## config.mk

```make
export PLATFORM = sky130hd
export DESIGN_NAME = keypad_scan_pwm_duty_top
export DESIGN_NICKNAME = d
export VERILOG_FILES = /design/src/hdl/kspd_pkg.sv /design/src/hdl/kspd_cfg.sv /design/src/hdl/kspd_scan.sv /design/src/hdl/kspd_pwm.sv /design/src/hdl/keypad_scan_pwm_duty_top.sv
export VERILOG_INCLUDE_DIRS = /design/src /design/src/hdl
export SDC_FILE = /design/constraint.sdc
export NUM_CORES = 1
export LEC_CHECK = 0
export BUFFER_PORTS_ARGS = -buffer_cell sky130_fd_sc_hd__buf_4
export CAP_MARGIN = 25
export CORE_MARGIN = 4
export CORE_UTILIZATION = 35
export CTS_BUF_LIST = sky130_fd_sc_hd__clkbuf_8 sky130_fd_sc_hd__clkbuf_16
export DETAILED_ROUTE_END_ITERATION = 10
export PLACE_DENSITY = 0.63
export SETUP_SLACK_MARGIN = 0.1
export SYNTH_ARGS = -nofsm -noshare
export SYNTH_HDL_FRONTEND = slang
export SYNTH_HIERARCHICAL = 1
export SYNTH_SLANG_ARGS = --single-unit
```

## constraint.sdc

```tcl
create_clock -name clk -period 4.85 [get_ports clk]
set_input_delay 0.2425 -clock clk [delete_from_list [all_inputs] [get_ports clk]]
set_output_delay 0.2425 -clock clk [all_outputs]
set_load 0.05 [all_outputs]
```

## src/hdl/keypad_scan_pwm_duty_top_assert.svh

```systemverilog
// assertion macros for the keypad scanner with key-controlled pwm
`ifndef KEYPAD_SCAN_PWM_DUTY_TOP_ASSERT_SVH
`define KEYPAD_SCAN_PWM_DUTY_TOP_ASSERT_SVH

`ifndef SYNTHESIS

// same-cycle implication, checked on every rising edge outside reset
`define KSPD_ASSERT_IMP(label, clk, rst, ante, cons, msg) \
  label: assert property (@(posedge clk) disable iff (rst) (ante) |-> (cons)) \
    else $error(msg);

// next-cycle implication, checked on every rising edge outside reset
`define KSPD_ASSERT_NXT(label, clk, rst, ante, cons, msg) \
  label: assert property (@(posedge clk) disable iff (rst) (ante) |=> (cons)) \
    else $error(msg);

`else

`define KSPD_ASSERT_IMP(label, clk, rst, ante, cons, msg)
`define KSPD_ASSERT_NXT(label, clk, rst, ante, cons, msg)

`endif

`endif

```

## src/hdl/kspd_pkg.sv

```systemverilog
`timescale 1ns / 1ps

package kspd_pkg;

  // scanner phases
  typedef enum logic [1:0] {
    PH_IDLE,
    PH_DEBOUNCE,
    PH_RELEASE
  } phase_t;

  // register indexes on the configuration port
  localparam logic [1:0] REG_DEBOUNCE_TICKS = 2'd0;
  localparam logic [1:0] REG_PWM_PERIOD     = 2'd1;
  localparam logic [1:0] REG_DUTY_STEP      = 2'd2;

  // register reset values
  localparam logic [7:0] RST_DEBOUNCE_TICKS = 8'd10;
  localparam logic [7:0] RST_PWM_PERIOD     = 8'd100;
  localparam logic [7:0] RST_DUTY_STEP      = 8'd10;

  // all column lines released
  localparam logic [3:0] COLS_OPEN = 4'hF;

  // digit held after reset
  localparam logic [3:0] RST_DIGIT = 4'd8;

  // last row of the keypad
  localparam logic [1:0] LAST_ROW = 2'd2;

  typedef struct packed {
    logic [7:0] debounce_ticks;
    logic [7:0] pwm_period;
    logic [7:0] duty_step;
  } cfg_t;

  // what the scanner reports for one transaction
  typedef struct packed {
    logic [1:0] row;
    logic [3:0] digit;
    logic       event_hit;
  } scan_res_t;

  typedef struct packed {
    logic       hit;
    logic [3:0] digit;
  } dec_t;

  // row rotation 0, 1, 2
  function automatic logic [1:0] next_row(input logic [1:0] r);
    logic [1:0] n;
    n = (r >= LAST_ROW) ? 2'd0 : r + 2'd1;
    return n;
  endfunction

  // single low column on a row to a key digit
  function automatic dec_t decode_key(input logic [1:0] row, input logic [3:0] cols);
    dec_t       d;
    logic [1:0] c;
    logic       one;
    one = 1'b1;
    c   = 2'd0;
    case (cols)
      4'hE:    c = 2'd0;
      4'hD:    c = 2'd1;
      4'hB:    c = 2'd2;
      4'h7:    c = 2'd3;
      default: one = 1'b0;
    endcase
    d.hit   = 1'b0;
    d.digit = 4'd0;
    if (one) begin
      case (row)
        2'd0: begin
          d.hit   = 1'b1;
          d.digit = 4'd1 + {2'b00, c};
        end
        2'd1: begin
          d.hit   = 1'b1;
          d.digit = 4'd5 + {2'b00, c};
        end
        2'd2: begin
          // only the first two columns carry keys on the last row
          if (c == 2'd0) begin
            d.hit   = 1'b1;
            d.digit = 4'd9;
          end else if (c == 2'd1) begin
            d.hit   = 1'b1;
            d.digit = 4'd0;
          end
        end
        default: d.hit = 1'b0;
      endcase
    end
    return d;
  endfunction

endpackage

```

## src/hdl/kspd_cfg.sv

```systemverilog
`timescale 1ns / 1ps

module kspd_cfg import kspd_pkg::*; (
  input  logic        clk,
  input  logic        rst,
  input  logic        psel,
  input  logic        penable,
  input  logic        pwrite,
  input  logic [3:0]  paddr,
  input  logic [31:0] pwdata,
  output logic [31:0] prdata,
  output logic        pready,
  output cfg_t        cfg
);

  logic       wr_en;
  logic [1:0] reg_idx;

  assign pready  = 1'b1;
  assign reg_idx = paddr[3:2];
  assign wr_en   = psel && penable && pwrite;

  // register writes, addresses beyond the list are dropped
  always_ff @(posedge clk) begin
    if (rst) begin
      cfg.debounce_ticks <= RST_DEBOUNCE_TICKS;
      cfg.pwm_period     <= RST_PWM_PERIOD;
      cfg.duty_step      <= RST_DUTY_STEP;
    end else if (wr_en) begin
      case (reg_idx)
        REG_DEBOUNCE_TICKS: cfg.debounce_ticks <= pwdata[7:0];
        REG_PWM_PERIOD:     cfg.pwm_period     <= pwdata[7:0];
        REG_DUTY_STEP:      cfg.duty_step      <= pwdata[7:0];
        default:            ;
      endcase
    end
  end

  // read back
  always_comb begin
    case (reg_idx)
      REG_DEBOUNCE_TICKS: prdata = {24'd0, cfg.debounce_ticks};
      REG_PWM_PERIOD:     prdata = {24'd0, cfg.pwm_period};
      REG_DUTY_STEP:      prdata = {24'd0, cfg.duty_step};
      default:            prdata = 32'd0;
    endcase
  end

endmodule

```

## src/hdl/kspd_scan.sv

```systemverilog
`timescale 1ns / 1ps

module kspd_scan import kspd_pkg::*; (
  input  logic       clk,
  input  logic       rst,
  input  logic       step,
  input  logic [3:0] col_sense,
  input  logic [7:0] debounce_ticks,
  output scan_res_t  res
);

  phase_t     phase, phase_next;
  logic [1:0] row, row_next;
  logic [7:0] dcount, dcount_next;
  logic [3:0] digit, digit_next;
  logic       cols_open;
  logic       sample_now;
  dec_t       dec;

  assign cols_open  = (col_sense == COLS_OPEN);
  assign sample_now = (dcount <= 8'd1);
  assign dec        = decode_key(row, col_sense);

  // next state
  always_comb begin
    phase_next  = phase;
    row_next    = row;
    dcount_next = dcount;
    digit_next  = digit;
    case (phase)
      PH_DEBOUNCE: begin
        if (!sample_now) begin
          dcount_next = dcount - 8'd1;
        end else begin
          dcount_next = 8'd0;
          if (cols_open) begin
            // press vanished during the wait
            phase_next = PH_IDLE;
            row_next   = next_row(row);
          end else begin
            if (dec.hit) begin
              digit_next = dec.digit;
            end
            phase_next = PH_RELEASE;
          end
        end
      end
      PH_RELEASE: begin
        if (cols_open) begin
          phase_next = PH_IDLE;
          row_next   = next_row(row);
        end
      end
      default: begin
        phase_next = PH_IDLE;
        if (cols_open) begin
          row_next = next_row(row);
        end else begin
          // a zero count behaves as one
          dcount_next = (debounce_ticks == 8'd0) ? 8'd1 : debounce_ticks;
          phase_next  = PH_DEBOUNCE;
        end
      end
    endcase
  end

  // outputs for this transaction
  always_comb begin
    res.row       = row;
    res.digit     = digit_next;
    res.event_hit = (phase == PH_DEBOUNCE) && sample_now && !cols_open && dec.hit;
  end

  // scanner state
  always_ff @(posedge clk) begin
    if (rst) begin
      phase  <= PH_IDLE;
      row    <= 2'd0;
      dcount <= 8'd0;
      digit  <= RST_DIGIT;
    end else if (step) begin
      phase  <= phase_next;
      row    <= row_next;
      dcount <= dcount_next;
      digit  <= digit_next;
    end
  end

endmodule

```

## src/hdl/kspd_pwm.sv

```systemverilog
`timescale 1ns / 1ps

module kspd_pwm import kspd_pkg::*; (
  input  logic       clk,
  input  logic       rst,
  input  logic       step,
  input  logic       pwm_advance,
  input  logic [7:0] pwm_period,
  input  logic [7:0] duty_step,
  input  logic [3:0] digit,
  output logic       level
);

  logic [7:0]  count, count_next;
  logic [8:0]  count_inc;
  logic [11:0] thr;

  assign count_inc = {1'b0, count} + 9'd1;

  // counter wraps to zero on reaching the period
  always_comb begin
    count_next = count;
    if (step && pwm_advance) begin
      count_next = (count_inc >= {1'b0, pwm_period}) ? 8'd0 : count_inc[7:0];
    end
  end

  // threshold at full width, compared with the updated count
  assign thr   = {8'd0, digit} * {4'd0, duty_step};
  assign level = ({4'd0, count_next} <= thr);

  always_ff @(posedge clk) begin
    if (rst) begin
      count <= 8'd0;
    end else begin
      count <= count_next;
    end
  end

endmodule

```

## src/hdl/keypad_scan_pwm_duty_top.sv

```systemverilog
`timescale 1ns / 1ps

// Keypad scanner for a 3 x 4 matrix with a key-controlled pwm output. Each
// transaction is one scan tick: the active-low column lines of the row being
// driven plus a pwm advance flag; each gives exactly one result carrying the
// driven row, the pwm level, the held digit and a key event flag. A new
// transaction is taken every clock cycle unless item_stall holds it; the input
// register feeds the state update, which loads the result register. While a
// result waits under stall the input register takes one more transaction and
// then the input stalls until the result is taken. The scanner advances once
// per transaction and the pwm counter once per transaction with the advance
// flag set, so the loop through that state sets the rate. Registers on
// the APB port: 0x0 debounce ticks, 0x4 pwm period, 0x8 duty step per digit;
// write them only while no transaction is in flight.
module keypad_scan_pwm_duty_top import kspd_pkg::*; (
  input  logic        clk,
  input  logic        rst,
  // item channel
  input  logic        item_valid,
  output logic        item_stall,
  input  logic [3:0]  col_sense,
  input  logic        pwm_advance,
  // result channel
  output logic        result_valid,
  input  logic        result_stall,
  output logic [1:0]  row_select,
  output logic        pwm_out,
  output logic [3:0]  key_digit,
  output logic        key_event,
  // configuration port
  input  logic        psel,
  input  logic        penable,
  input  logic        pwrite,
  input  logic [3:0]  paddr,
  input  logic [31:0] pwdata,
  output logic [31:0] prdata,
  output logic        pready
);

  `include "keypad_scan_pwm_duty_top_assert.svh"

  cfg_t       cfg;
  scan_res_t  scan_res;
  logic       s1_valid;
  logic [3:0] s1_cols;
  logic       s1_adv;
  logic       advance;
  logic       step;
  logic       pwm_level;

  // result register frees when empty or taken
  assign advance    = !result_valid || !result_stall;
  assign item_stall = s1_valid && !advance;
  assign step       = s1_valid && advance;

  // input register
  always_ff @(posedge clk) begin
    if (rst) begin
      s1_valid <= 1'b0;
    end else if (!item_stall) begin
      s1_valid <= item_valid;
    end
  end

  always_ff @(posedge clk) begin
    if (item_valid && !item_stall) begin
      s1_cols <= col_sense;
      s1_adv  <= pwm_advance;
    end
  end

  kspd_cfg u_cfg (
    .clk     (clk),
    .rst     (rst),
    .psel    (psel),
    .penable (penable),
    .pwrite  (pwrite),
    .paddr   (paddr),
    .pwdata  (pwdata),
    .prdata  (prdata),
    .pready  (pready),
    .cfg     (cfg)
  );

  kspd_scan u_scan (
    .clk            (clk),
    .rst            (rst),
    .step           (step),
    .col_sense      (s1_cols),
    .debounce_ticks (cfg.debounce_ticks),
    .res            (scan_res)
  );

  kspd_pwm u_pwm (
    .clk         (clk),
    .rst         (rst),
    .step        (step),
    .pwm_advance (s1_adv),
    .pwm_period  (cfg.pwm_period),
    .duty_step   (cfg.duty_step),
    .digit       (scan_res.digit),
    .level       (pwm_level)
  );

  // result register
  always_ff @(posedge clk) begin
    if (rst) begin
      result_valid <= 1'b0;
    end else if (advance) begin
      result_valid <= s1_valid;
    end
  end

  always_ff @(posedge clk) begin
    if (step) begin
      row_select <= scan_res.row;
      pwm_out    <= pwm_level;
      key_digit  <= scan_res.digit;
      key_event  <= scan_res.event_hit;
    end
  end

  // checks
  `KSPD_ASSERT_NXT(a_step_gives_result, clk, rst, step, result_valid, "processed transaction lost")
  `KSPD_ASSERT_IMP(a_row_range, clk, rst, result_valid, row_select != 2'd3, "row out of range")
  `KSPD_ASSERT_IMP(a_digit_range, clk, rst, result_valid && key_event, key_digit <= 4'd9, "bad key digit")

endmodule

```

==> metrics.md <==
| Metric | Value |
|---|---|
| Outcome | finished with violations |
| Failing checks | setup timing |
| CP max FO | 6 |
| Initial antenna violation count | 0 |
| Layout cell share with drive strength beyond 1 | 23.10% |
| Post-synthesis cell count | approximately 550 |
| Top Ports | 91 |
| Row cnt | 42 |
| Post-synth cell types | 70 |
| Met3 Use GR | 3.028% |
| DR pass1 iterations | 4 |
| Non-Filler Instances | 795 |
| Core area | 0.01340 sq mm |
| Iter 0 DRT Violations | 157 |
| Setup TNS Final | -0.04569 ns |
| Die span in x | 125.5 um |
| Placed Cells | 777 |
| I/O Buffers | 39 |
| Top post-synthesis cells by area | dfxtp_1 (21%), ha_1 (9.8%), edfxtp_1 (8.1%), mux2i_1 (7.0%), fa_1 (5.0%) |
| DR WL/cell | roughly 14 um |
| Final Hold Fails | 0 |
| Global routing's busiest layer | met2 |
| Area Overhead vs Synth | 21.15% |
| GP Congestion | 0.8590 |
| Clock Skews | 0.005310 ns |
| Startpoint types | flop |
| Detailed placement HPWL | 8537 um |
| Max Cap Viol | 0 |
| CP endpoint kind | flop |
| DR vias | 3947 |
| Final setup viols | 1 |
| Setup ws final | -0.04569 ns |
| Power density over cell area | about 240 mW/mm^2 |
| Leak | around 2.6 nW |
| Vias in the first global route | between 3000 and 4000 |
| Slew Viols, Final | 0 |
| Initial core utilization | 36.07% |
| Crit path arrival time | 4.97 ns |
| Commonest non-fill, non-tap cell in the layout | buf_4 |
| Hold Crit Depth | 1 |
| Synth Cell Area | ~0.0048 sq mm |
| CTS tree | yes |
| M1 GR Usage | 16.33% |
| VDD IR max | 148.7 uV |
| H-tree depth | 3 |
| Post-route ant nets | 0 |
| CTS Buffer Depth | 2 |
| Reg clk slew, reported paths | 0.05 ns |
| GR Overflow Total | 0 |
| Critical path class | flop to flop |
| GRT Util Overall | between 10% and 20% |
| CTS Root Cell | clkbuf_16 |
| CP required | 4.92 ns |
| R2r worst-path depth | 21 |
| Tmin final | 4.896 ns |
| Number of CTS-inserted buffers | 9 |
| Final period util | 100.9% |
| RSZ-0062 raised after global routing | yes |
| Worst slew pin tran | 0.6826 ns |
| Clk_lat worst skew | 0.33 ns |
| Leading area contributor after synthesis | dfxtp_1 |
| Most frequent cells in the layout | buf_4 (77), dfxtp_1 (46), nand2_1 (43) |
| NumNets Final | between 700 and 800 |
| Fmax achieved | 0.2043 GHz |
| Total Wirelength | 11020 um |
| Seq cells post-synth | 63 |
| Hold Crit Class | input port to flop |
| Share of the synthesized area in the top cell type | about a fifth |
| Most used DFF post-synth | dfxtp_1 |
| Synth warnings | 6 |
| # diodes | 0 |
| Register area share after synthesis | around 29% |
| Via density | ~5 |
| Met2 GRT Util | 25.33% |
| DR DRC count | 0 |
| Number of flops mapped to enable cells by yosys | 13 |
| Die ar. | 0.01575 sq mm |
| Largest net degree at the start of global routing | 63 |
| Slew headroom | 54.50% |
| Synth Area per Inst | 8.852 sq um |
| Post-synthesis async set-or-reset flop share | 0% |
| First-pass GRT wire length | approximately 18000 um |
| CTS sink count | 63 |
| Die Ht | approximately 130 um |
power breakdown:
part           internal (mW)  leakage (nW)  switching [mW]
registers              0.549         0.527          0.0114
clock network          0.369         0.148           0.233
logic                 0.0877          1.97           0.157
total                   1.00          2.64           0.401
cells in the mapped netlist, types with 3 or more instances:
master	n
o32ai_1	3
o221ai_1	3
nand4_1	4
edfxtp_1	13
nand3_1	14
o21ai_0	27
nor2b_1	8
nor3_1	14
dfxtp_1	50
nor2_1	29
xnor2_1	11
mux2_2	5
and3_1	3
buf_4	27
fa_1	12
ha_1	38
a32o_1	8
inv_1	43
nand2_1	44
xor2_1	6
mux2i_1	34
nor3b_1	3
nand2b_1	30
clkbuf_1	10
a31oi_1	6
and2_1	24
buf_6	4
a21oi_1	20
flip-flops by register name (all words and copies together) (netlist names):
| register | count |
|---|---|
| result_valid | 1 |
| u_scan/phase | 2 |
| u_pwm/count | 8 |
| pwm_out | 1 |
| s1_valid | 1 |
| u_scan/row | 2 |
| key_event | 1 |
| s1_cols | 4 |
| key_digit | 4 |
| u_scan/dcount | 8 |
| row_select | 2 |
| u_scan/digit | 4 |
| u_cfg/cfg | 24 |
| s1_adv | 1 |
per-layer routing:
metal	up-vias	part of all wire, %
met5	-	0
met2	97	52
met4	0	1.6
met1	1857	42
li1	1977	-
met3	16	3.9
cell type report:
cell class / instances / area, sq um
Fill cell: 1274 / 7545
Tap cell: 176 / 220.2
Clock buffer: 11 / 252.7
Timing Repair Buffer: 78 / 589.3
Inverter: 44 / 165.2
Clock inverter: 5 / 26.28
Sequential cell: 63 / 1396
Multi-Input combinational cell: 418 / 3206
path summary, 6_finish.rpt:
kind	to	slack [ns]	startpoint
max	pwm_out	-0.05	u_scan/dcount[4]
min	s1_cols[2]	0.08	col_sense[2]
max reg2reg	pwm_out	-0.05	u_scan/dcount[4]
min reg2reg	u_scan/digit[0]	0.47	u_scan/digit[0]
worst max-delay path, stage by stage, from the launching register on:
cell and delay, ns:
dfxtp_2 0.31, or3_4 0.39, or4_4 0.53, or4b_4 0.53, o21ai_4 0.08, buf_6 0.13, and2_4 0.13, fa_1 0.39
inv_1 0.08, fa_1 0.42, inv_2 0.08, ha_4 0.21, a21oi_4 0.16, nand2_2 0.08, a31oi_4 0.16, xor2_1 0.09
ha_1 0.30, nand4_1 0.12, a21oi_2 0.13, nor2_1 0.06, a211oi_2 0.17, nand3_1 0.08
cell families (layout without fill, tap and decap cells):
group | count (synthesis) | in the layout | share of synthesized area, %
simple gates | 198 | 198 | 22.91
compound gates | 88 | 88 | 12.12
buf+inv | 88 | 138 | 9.629
flops | 63 | 63 | 28.79
fa+ha+maj | 50 | 50 | 14.81
mux | 40 | 40 | 8.517
xor+xnor | 17 | 17 | 3.080
other cells | 2 | 25 | 0.1554
repair_timing:
item / 4_1_cts / 5_1_grt
hold endpoints to repair: 0 / 0
buffers inserted: 2 / 0
pin swaps: 4 / 0
hold buffers: 0 / 0
gates resized for setup: 6 / 8
setup endpoints to repair: 1 / 1
per-stage QoR:
| step | total power, mW | cell area (sq um) | setup slack, ns | utilization, % | hold slack [ns] |
|---|---|---|---|---|---|
| 4_1_cts | 1.417 | 5827 | -0.09272 | 43.48 | 0.07409 |
| 3_5_place_dp | 0.8123 | 5513 | -0.2000 | 41.14 | 0.4220 |
| 5_1_grt | 1.465 | 5856 | -0.3309 | 43.70 | 0.07157 |
| 6_report | 1.406 | 5856 | -0.04569 | 43.70 | 0.08492 |
| 3_3_place_gp | 0.8082 | 5513 | -0.09961 | 41.14 | 0.4208 |
| 2_1_floorplan | 0.7551 | 5022 | 0.006334 | - | 0.3049 |
Note: power is estimated with default switching activity, not from simulation.
